### src/sv/cmmc_pkg.sv
// Package with the shared constants, types and codes of the clique minor model checker.
package cmmc_pkg;

    localparam int VERTICES    = 12;
    localparam int BRANCH_SETS = 7;
    localparam int VIDX_W      = 4;
    localparam int SIDX_W      = 3;

    typedef logic [VERTICES-1:0] vmask_t;
    typedef logic [SIDX_W-1:0]   sidx_t;

    localparam sidx_t LAST_SET = sidx_t'(BRANCH_SETS - 1);

    localparam logic OP_LOAD  = 1'b0;
    localparam logic OP_CHECK = 1'b1;

    typedef enum logic [1:0] {
        VERDICT_OK           = 2'd0,
        VERDICT_DISCONNECTED = 2'd1,
        VERDICT_NOT_ADJACENT = 2'd2
    } verdict_t;

    typedef enum logic [2:0] {
        ST_IDLE,
        ST_SEED,
        ST_GROW,
        ST_PAIR,
        ST_DONE
    } state_t;

    typedef struct packed {
        logic                  valid;
        logic [VIDX_W-1:0]     index;
        vmask_t                mask;
    } row_write_t;

endpackage

### src/sv/cmmc_if.sv
// Handshake channel interfaces for command beats and result beats.
interface cmmc_in_if;
    logic        valid;
    logic        ready;
    logic        opcode;
    logic [3:0]  row_index;
    logic [11:0] row_mask;
    logic [11:0] branch_0;
    logic [11:0] branch_1;
    logic [11:0] branch_2;
    logic [11:0] branch_3;
    logic [11:0] branch_4;
    logic [11:0] branch_5;
    logic [11:0] branch_6;

    modport source (
        output valid, opcode, row_index, row_mask,
        output branch_0, branch_1, branch_2, branch_3, branch_4, branch_5, branch_6,
        input  ready
    );
    modport sink (
        input  valid, opcode, row_index, row_mask,
        input  branch_0, branch_1, branch_2, branch_3, branch_4, branch_5, branch_6,
        output ready
    );
endinterface

interface cmmc_out_if;
    logic       valid;
    logic       ready;
    logic [1:0] verdict;
    logic [2:0] failing_branch;

    modport source (output valid, verdict, failing_branch, input ready);
    modport sink (input valid, verdict, failing_branch, output ready);
endinterface

### src/sv/clique_minor_model_check.sv
// Top level of the clique minor model checker over a stored adjacency graph.
//
//  Channel | Role | Beat contents
//  cmd     | in   | opcode, row_index, row_mask, branch_0 .. branch_6
//  res     | out  | verdict, failing_branch (one beat per check, none per load)
//
// A load beat writes its row at the accepting edge; a row index past the last vertex is ignored.
// A check beat seeds each branch set's closure with its lowest vertex and grows it in rounds
// through the shared neighbour unit until it stops, then runs the pair test on each
// later set and hands over the result; a disconnected set ends the check early.
// Reset clears all adjacency rows, the sequencer state and the result valid flag.
// The command side is held off while a check runs; a waiting result only stalls
// the next check in its ST_DONE hand-over.
module clique_minor_model_check
    import cmmc_pkg::*;
(
    input logic        clk,
    input logic        rst_n,
    cmmc_in_if.sink    cmd,
    cmmc_out_if.source res
);

    logic       idle;
    logic       accept;
    row_write_t wr;
    vmask_t     query;
    vmask_t     neighbours;
    vmask_t     sets_in [BRANCH_SETS];
    verdict_t   res_verdict;
    sidx_t      res_branch;

    assign cmd.ready = idle;
    assign accept    = cmd.valid && idle;

    assign wr.valid = accept && (cmd.opcode == OP_LOAD)
                      && (cmd.row_index < VIDX_W'(VERTICES));
    assign wr.index = cmd.row_index;
    assign wr.mask  = cmd.row_mask[VERTICES-1:0];

    assign sets_in[0] = cmd.branch_0[VERTICES-1:0];
    assign sets_in[1] = cmd.branch_1[VERTICES-1:0];
    assign sets_in[2] = cmd.branch_2[VERTICES-1:0];
    assign sets_in[3] = cmd.branch_3[VERTICES-1:0];
    assign sets_in[4] = cmd.branch_4[VERTICES-1:0];
    assign sets_in[5] = cmd.branch_5[VERTICES-1:0];
    assign sets_in[6] = cmd.branch_6[VERTICES-1:0];

    cmmc_adj_store u_store (
        .clk        (clk),
        .rst_n      (rst_n),
        .wr         (wr),
        .query      (query),
        .neighbours (neighbours)
    );

    cmmc_seq u_seq (
        .clk         (clk),
        .rst_n       (rst_n),
        .start       (accept && (cmd.opcode == OP_CHECK)),
        .sets_in     (sets_in),
        .neighbours  (neighbours),
        .query       (query),
        .idle        (idle),
        .res_valid   (res.valid),
        .res_ready   (res.ready),
        .res_verdict (res_verdict),
        .res_branch  (res_branch)
    );

    assign res.verdict        = res_verdict;
    assign res.failing_branch = res_branch;

endmodule

### src/sv/cmmc_adj_store.sv
// Adjacency row registers and the shared neighbour unit that ORs the rows of a vertex mask.
module cmmc_adj_store
    import cmmc_pkg::*;
(
    input  logic       clk,
    input  logic       rst_n,
    input  row_write_t wr,
    input  vmask_t     query,
    output vmask_t     neighbours
);

    vmask_t rows_reg [VERTICES];

    always_ff @(posedge clk or negedge rst_n)
    begin
        if (!rst_n)
        begin
            for (int x = 0; x < VERTICES; x++)
            begin
                rows_reg[x] <= '0;
            end
        end
        else if (wr.valid)
        begin
            rows_reg[wr.index] <= wr.mask;
        end
    end

    always_comb
    begin
        neighbours = '0;
        for (int x = 0; x < VERTICES; x++)
        begin
            if (query[x])
            begin
                neighbours = neighbours | rows_reg[x];
            end
        end
    end

endmodule

### src/sv/cmmc_seq.sv
// Sequencer that grows each branch closure, runs the pair test and holds the result beat.
module cmmc_seq
    import cmmc_pkg::*;
(
    input  logic     clk,
    input  logic     rst_n,
    input  logic     start,
    input  vmask_t   sets_in [BRANCH_SETS],
    input  vmask_t   neighbours,
    output vmask_t   query,
    output logic     idle,
    output logic     res_valid,
    input  logic     res_ready,
    output verdict_t res_verdict,
    output sidx_t    res_branch
);

    state_t   state_reg, state_next;
    vmask_t   sets_reg [BRANCH_SETS];
    sidx_t    idx_reg, idx_next;
    vmask_t   reach_reg, reach_next;
    verdict_t verdict_reg, verdict_next;
    sidx_t    fail_reg, fail_next;
    logic     out_valid_reg, out_valid_next;
    verdict_t out_verdict_reg, out_verdict_next;
    sidx_t    out_branch_reg, out_branch_next;

    vmask_t   cur_set;
    vmask_t   grown;
    logic     miss;

    assign cur_set = sets_reg[idx_reg];
    assign grown   = reach_reg | (neighbours & cur_set);
    assign query   = (state_reg == ST_PAIR) ? cur_set : reach_reg;

    always_comb
    begin
        miss = 1'b0;
        for (int j = 0; j < BRANCH_SETS; j++)
        begin
            if ((sidx_t'(j) < idx_reg) && ((neighbours & sets_reg[j]) == '0))
            begin
                miss = 1'b1;
            end
        end
    end

    always_ff @(posedge clk or negedge rst_n)
    begin
        if (!rst_n)
        begin
            state_reg     <= ST_IDLE;
            out_valid_reg <= 1'b0;
        end
        else
        begin
            state_reg     <= state_next;
            out_valid_reg <= out_valid_next;
        end
    end

    always_ff @(posedge clk)
    begin
        if (start)
        begin
            for (int i = 0; i < BRANCH_SETS; i++)
            begin
                sets_reg[i] <= sets_in[i];
            end
        end
        idx_reg         <= idx_next;
        reach_reg       <= reach_next;
        verdict_reg     <= verdict_next;
        fail_reg        <= fail_next;
        out_verdict_reg <= out_verdict_next;
        out_branch_reg  <= out_branch_next;
    end

    always_comb
    begin
        state_next       = state_reg;
        idx_next         = idx_reg;
        reach_next       = reach_reg;
        verdict_next     = verdict_reg;
        fail_next        = fail_reg;
        out_valid_next   = out_valid_reg && !res_ready;
        out_verdict_next = out_verdict_reg;
        out_branch_next  = out_branch_reg;

        unique case (state_reg)
            ST_IDLE:
            begin
                if (start)
                begin
                    idx_next   = '0;
                    state_next = ST_SEED;
                end
            end
            ST_SEED:
            begin
                reach_next = cur_set & (vmask_t'(~cur_set) + vmask_t'(1));
                state_next = ST_GROW;
            end
            ST_GROW:
            begin
                if (grown != reach_reg)
                begin
                    reach_next = grown;
                end
                else if (reach_reg != cur_set)
                begin
                    verdict_next = VERDICT_DISCONNECTED;
                    fail_next    = idx_reg;
                    state_next   = ST_DONE;
                end
                else if (idx_reg == LAST_SET)
                begin
                    idx_next   = sidx_t'(1);
                    state_next = ST_PAIR;
                end
                else
                begin
                    idx_next   = idx_reg + sidx_t'(1);
                    state_next = ST_SEED;
                end
            end
            ST_PAIR:
            begin
                if (miss)
                begin
                    verdict_next = VERDICT_NOT_ADJACENT;
                    fail_next    = idx_reg;
                    state_next   = ST_DONE;
                end
                else if (idx_reg == LAST_SET)
                begin
                    verdict_next = VERDICT_OK;
                    fail_next    = '0;
                    state_next   = ST_DONE;
                end
                else
                begin
                    idx_next = idx_reg + sidx_t'(1);
                end
            end
            ST_DONE:
            begin
                if (!out_valid_reg || res_ready)
                begin
                    out_valid_next   = 1'b1;
                    out_verdict_next = verdict_reg;
                    out_branch_next  = fail_reg;
                    state_next       = ST_IDLE;
                end
            end
            default:
            begin
                state_next = ST_IDLE;
            end
        endcase
    end

    assign idle        = (state_reg == ST_IDLE);
    assign res_valid   = out_valid_reg;
    assign res_verdict = out_verdict_reg;
    assign res_branch  = out_branch_reg;

endmodule

### src/flat_wrapper.sv
// flat-port wrapper written by rule: the top's interface ports become plain ports
module clique_minor_model_check_flat import cmmc_pkg::*;
  (clk, rst_n, cmd_valid, cmd_opcode, cmd_row_index, cmd_row_mask, cmd_branch_0, cmd_branch_1, cmd_branch_2, cmd_branch_3, cmd_branch_4, cmd_branch_5, cmd_branch_6, cmd_ready, res_valid, res_verdict, res_failing_branch, res_ready);
  cmmc_in_if cmd_i ();
  cmmc_out_if res_i ();
  input logic clk;
  input logic rst_n;
  input wire logic [$bits(cmd_i.valid)-1:0] cmd_valid;
  input wire logic [$bits(cmd_i.opcode)-1:0] cmd_opcode;
  input wire logic [$bits(cmd_i.row_index)-1:0] cmd_row_index;
  input wire logic [$bits(cmd_i.row_mask)-1:0] cmd_row_mask;
  input wire logic [$bits(cmd_i.branch_0)-1:0] cmd_branch_0;
  input wire logic [$bits(cmd_i.branch_1)-1:0] cmd_branch_1;
  input wire logic [$bits(cmd_i.branch_2)-1:0] cmd_branch_2;
  input wire logic [$bits(cmd_i.branch_3)-1:0] cmd_branch_3;
  input wire logic [$bits(cmd_i.branch_4)-1:0] cmd_branch_4;
  input wire logic [$bits(cmd_i.branch_5)-1:0] cmd_branch_5;
  input wire logic [$bits(cmd_i.branch_6)-1:0] cmd_branch_6;
  output wire logic [$bits(cmd_i.ready)-1:0] cmd_ready;
  output wire logic [$bits(res_i.valid)-1:0] res_valid;
  output wire logic [$bits(res_i.verdict)-1:0] res_verdict;
  output wire logic [$bits(res_i.failing_branch)-1:0] res_failing_branch;
  input wire logic [$bits(res_i.ready)-1:0] res_ready;
  assign cmd_i.valid = cmd_valid;
  assign cmd_i.opcode = cmd_opcode;
  assign cmd_i.row_index = cmd_row_index;
  assign cmd_i.row_mask = cmd_row_mask;
  assign cmd_i.branch_0 = cmd_branch_0;
  assign cmd_i.branch_1 = cmd_branch_1;
  assign cmd_i.branch_2 = cmd_branch_2;
  assign cmd_i.branch_3 = cmd_branch_3;
  assign cmd_i.branch_4 = cmd_branch_4;
  assign cmd_i.branch_5 = cmd_branch_5;
  assign cmd_i.branch_6 = cmd_branch_6;
  assign cmd_ready = cmd_i.ready;
  assign res_valid = res_i.valid;
  assign res_verdict = res_i.verdict;
  assign res_failing_branch = res_i.failing_branch;
  assign res_i.ready = res_ready;
  clique_minor_model_check u_core (.clk(clk), .rst_n(rst_n), .cmd(cmd_i), .res(res_i));
endmodule
### config.mk
export PLATFORM = sky130hd
export DESIGN_NAME = clique_minor_model_check_flat
export DESIGN_NICKNAME = d
export VERILOG_FILES = /design/src/sv/cmmc_pkg.sv /design/src/sv/cmmc_if.sv /design/src/sv/clique_minor_model_check.sv /design/src/sv/cmmc_adj_store.sv /design/src/sv/cmmc_seq.sv /design/src/flat_wrapper.sv
export SDC_FILE = /design/constraint.sdc
export NUM_CORES = 1
export LEC_CHECK = 0
export BUFFER_PORTS_ARGS = -buffer_cell sky130_fd_sc_hd__buf_4
export CAP_MARGIN = 25
export CORE_ASPECT_RATIO = 1.5
export CORE_UTILIZATION = 35
export CTS_BUF_LIST = sky130_fd_sc_hd__clkbuf_4 sky130_fd_sc_hd__clkbuf_8
export CTS_CLUSTER_SIZE = 14
export DETAILED_ROUTE_END_ITERATION = 10
export GPL_TIMING_DRIVEN = 0
export RECOVER_POWER = 50
export SKIP_CTS_REPAIR_TIMING = 1
export SLEW_MARGIN = 30
export SYNTH_ARGS = -nofsm -noshare
export SYNTH_HDL_FRONTEND = slang
export SYNTH_SLANG_ARGS = --single-unit
### constraint.sdc
create_clock -name clk -period 5.3 [get_ports clk]
set_input_delay 0.53 -clock clk [delete_from_list [all_inputs] [get_ports clk]]
set_output_delay 0.53 -clock clk [all_outputs]
set_load 0.01 [all_outputs]
==> impl_metrics.env <==
export IMPL_area_delta_synth_final_pct=19.71
export IMPL_power_switching_mw=3.977
export IMPL_die_w_um=162.1
export IMPL_p_comb_share_pct=44.7
export IMPL_die_y_um=242.2
export IMPL_syn_area_um2=13460
export IMPL_critPathKind="reg -> reg"
export IMPL_syn_num_nets=1270
export IMPL_htree_levels=2
export IMPL_first_pass_iters=6
export IMPL_worst_path_max_delay_cell="a2111oi_2"
export IMPL_holdPathStages=1
export IMPL_p_sw_share_pct=43.43
export IMPL_synth_common_cells="148 x dfrtp_1, 120 x mux2_2, 118 x o21ai_0"
export IMPL_critPathMaxFanout=10
export IMPL_core_um2=37770
export IMPL_max_freq_ghz=0.1871
export IMPL_hold_class="in -> reg"
export IMPL_detail_route_wl_per_cell_um=29.73
export IMPL_grt_usage_pct=28.19
export IMPL_synth_top_area_cell="dfrtp_1"
export IMPL_synth_avg_cell_area_um2=11.58
export IMPL_dp_hpwl_mm=42.49
export IMPL_yosysSeqAreaShare_pct=52.27
export IMPL_start_kind="register"
export IMPL_synthCells=1163
export IMPL_period_minus_slack_ps=5345
export IMPL_ys_warn_count=0
export IMPL_clk_pin_slew_worst_paths_ps=70
export IMPL_postLayoutCellArea_um2=16120
export IMPL_path_cells="buf_6 -> buf_6 -> buf_6 -> mux2i_1 -> o22a_2 -> a31oi_1 -> a2111oi_2 -> nand3_1 -> a22oi_1 -> nand3_1 -> o21ai_0 -> o21ai_1 -> a31oi_2"
export IMPL_arrival_ps=5560
export IMPL_place_congestion=0.9893
export IMPL_dp_cells=1767
export IMPL_netlist_area_leader_share_pct=27.51
export IMPL_synth_most_common_cell="dfrtp_1"
export IMPL_rsz0062_at_grt="false"
export IMPL_start_util_pct=35.64
export IMPL_max_stage_delay_ps=940
export IMPL_layout_drive_gt1_share_pct=32.32
export IMPL_drc=0
export IMPL_grt_pass1_wl_mm=78.44
export IMPL_finClkSkew_ps=33.62
export IMPL_cts_root_buf="clkbuf_8"
export IMPL_end_kind="register"
export IMPL_dieArea_um2=39270
export IMPL_num_rows=87
export IMPL_n_fill_cell=3601
export IMPL_intPower_mw=5.181
export IMPL_final_max_slew_viol_count=107
export IMPL_seq_power_share_pct=32.8
export IMPL_pin_count=112
export IMPL_worst_slew_pin_slew_ps=4026
export IMPL_slew_limit_headroom_pct=-168.4
export IMPL_powerDensity_nw_per_um2=568.2
export IMPL_outcome="complete, but fails checks"
export IMPL_synthDistinctLibCells=61
export IMPL_cts_tree="done"
export IMPL_insertion_delay_ps=590
export IMPL_finalSetupViolations=5
export IMPL_rrSetupSlack_ps=-40
export IMPL_numCtsBuffers=43
export IMPL_crit_required_ps=5520
export IMPL_max_cap_violations=2
export IMPL_cts_sinks=260
export IMPL_cts_path_max_buffers=3
export IMPL_violations="capacitance limit, slew limit, setup timing"
export IMPL_p_leak_nw=6.465
export IMPL_nNetsFinal=1431
export IMPL_fin_crit_sh_pct=100.8
export IMPL_vias=11037
export IMPL_synth_flop_cell="dfrtp_1"
export IMPL_drtAntennaViolNets=0
export IMPL_async_flop_share_pct=56.92
export IMPL_critPathTopFamily="compound AO/OA/AOI/OAI gates"
export IMPL_routed_wl_mm=54.85
export IMPL_grt_overflow_total=0
export IMPL_place_ws_ps=-496.1
export IMPL_placed_cell_area_um2=15030
export IMPL_ys_ff_latch=260
export IMPL_largest_register_ffs=144
export IMPL_portBuffers=111
export IMPL_crit_cells=13
export IMPL_grt_max_degree=78
export IMPL_detail_route_vias_per_cell=5.982
export IMPL_hold_viol_final=0
export IMPL_pwr_share_clk_pct=22.5
export IMPL_vdd_drop_max_mv=0.3371
export IMPL_synthTopCellsByArea="dfrtp_1 28%, edfxtp_1 24%, mux2_2 10%, a31oi_1 5.3%, o21ai_0 4.4%"
export IMPL_finalNonFillerCells=1845
export IMPL_grt_antenna_before_repair=1
export IMPL_setup_slack_ps=-44.67
export IMPL_worst_path_buf_inv=3
export IMPL_r2r_cells=13
export IMPL_crit_top_cell="buf_6"
export IMPL_drt_initial_drc_count=968
export IMPL_grt_pass1_vias=11331
export IMPL_synth_edf_count=109
==> worst paths after layout <==
kind / start / endpoint
max in group asynchronous: rst_n / u_core.u_store.rows_reg[15]
worst max register to register: register / u_core.u_seq.fail_reg[2]
worst min-delay path: cmd_branch_0[0] / u_core.u_seq.sets_reg[0][0]
worst min register to register: u_core.u_seq.verdict_reg[1] / u_core.u_seq.res_verdict[1]
min in group asynchronous: rst_n / u_core.u_store.rows_reg[7]
worst max-delay path: register / u_core.u_seq.fail_reg[2]
==> power groups by stage <==
stage	clock network, mW	registers (mW)	logic (mW)
2_1_floorplan	0	2.86	2.43
3_3_place_gp	0	3.03	3.83
3_5_place_dp	0	3.03	3.91
4_1_cts	2.11	2.99	3.92
5_1_grt	2.19	3.04	4.25
6_report	2.06	3.00	4.09
==> through the flow <==
step	setup TNS [ps]	utilization (%)	total power, mW	hold WS (ps)
finish	-193.7	42.67	9.158	149.9
global placement	-13660	39.47	6.858	407.7
floorplan	0	-	5.291	234.4
detailed placement	-3778	39.80	6.933	405.7
global route	0	42.67	9.476	131.9
CTS	-4017	42.45	9.015	-99.07
==> worst register-to-register path, stage by stage, from the launching register on <==
cell       delay, ps
dfxtp_1          330
buf_6            190
buf_6            190
buf_6            200
mux2i_1          210
o22a_2           270
a31oi_1          250
a2111oi_2        940
nand3_1          660
a22oi_1          370
nand3_1          130
o21ai_0          560
o21ai_1          260
a31oi_2          430
==> layout make-up <==
cell class	instances	area (um2)	area share (%)
inverters	54	202.7	1.258
well taps	489	611.8	3.796
flip-flops and latches	260	7037	43.66
clock inverters	14	210.2	1.304
diodes	1	2.502	0.01553
clock buffers	62	790.8	4.906
repair buffers	116	882.1	5.473
multi-input cells	753	5848	36.29
plain buffers	96	531.8	3.299
==> kinds of logic after synthesis <==
family          after synthesis  synth area share (%)
compound gates              398                 21.82
xor+xnor                     12                0.7807
flops                       260                 52.27
simple gates                189                 6.710
mux                         152                 12.80
buf+inv                     150                 5.437
fa+ha+maj                     2                0.1858
==> cells in the final DEF (no fill, tap or decap), drive strengths merged, types with 4 or more instances in the layout <==
master,netlist,routed
a222oi,5,5
o22a,11,11
o221a,5,5
nand2b,18,18
clkbuf,42,195
mux2,129,129
a311oi,29,29
inv,54,55
edfxtp,109,109
clkinvlp,0,4
nor3,7,7
xnor2,5,5
o21ai,121,121
and2,5,5
dfrtp,148,148
nand3,29,29
nor2b,6,6
xor2,7,7
nand2,62,62
a22oi,22,22
a2111oi,40,40
a31oi,118,118
a21oi,23,23
nand4,6,6
nor4,10,10
nor2,37,37
clkinv,0,4
bufinv,0,5
o211ai,15,15
buf,54,78
mux2i,21,21
==> routing by layer <==
layer / part of all wire (%) / track usage (%) / up-vias
li1: - / - / 4816
met1: 35 / 30.24 / 5492
met2: 50 / 49.13 / 533
met3: 5.7 / 4.263 / 196
met4: 9.1 / 21.98 / 0
met5: 0 / 0 / -
Power figures use the tool's default switching activity.
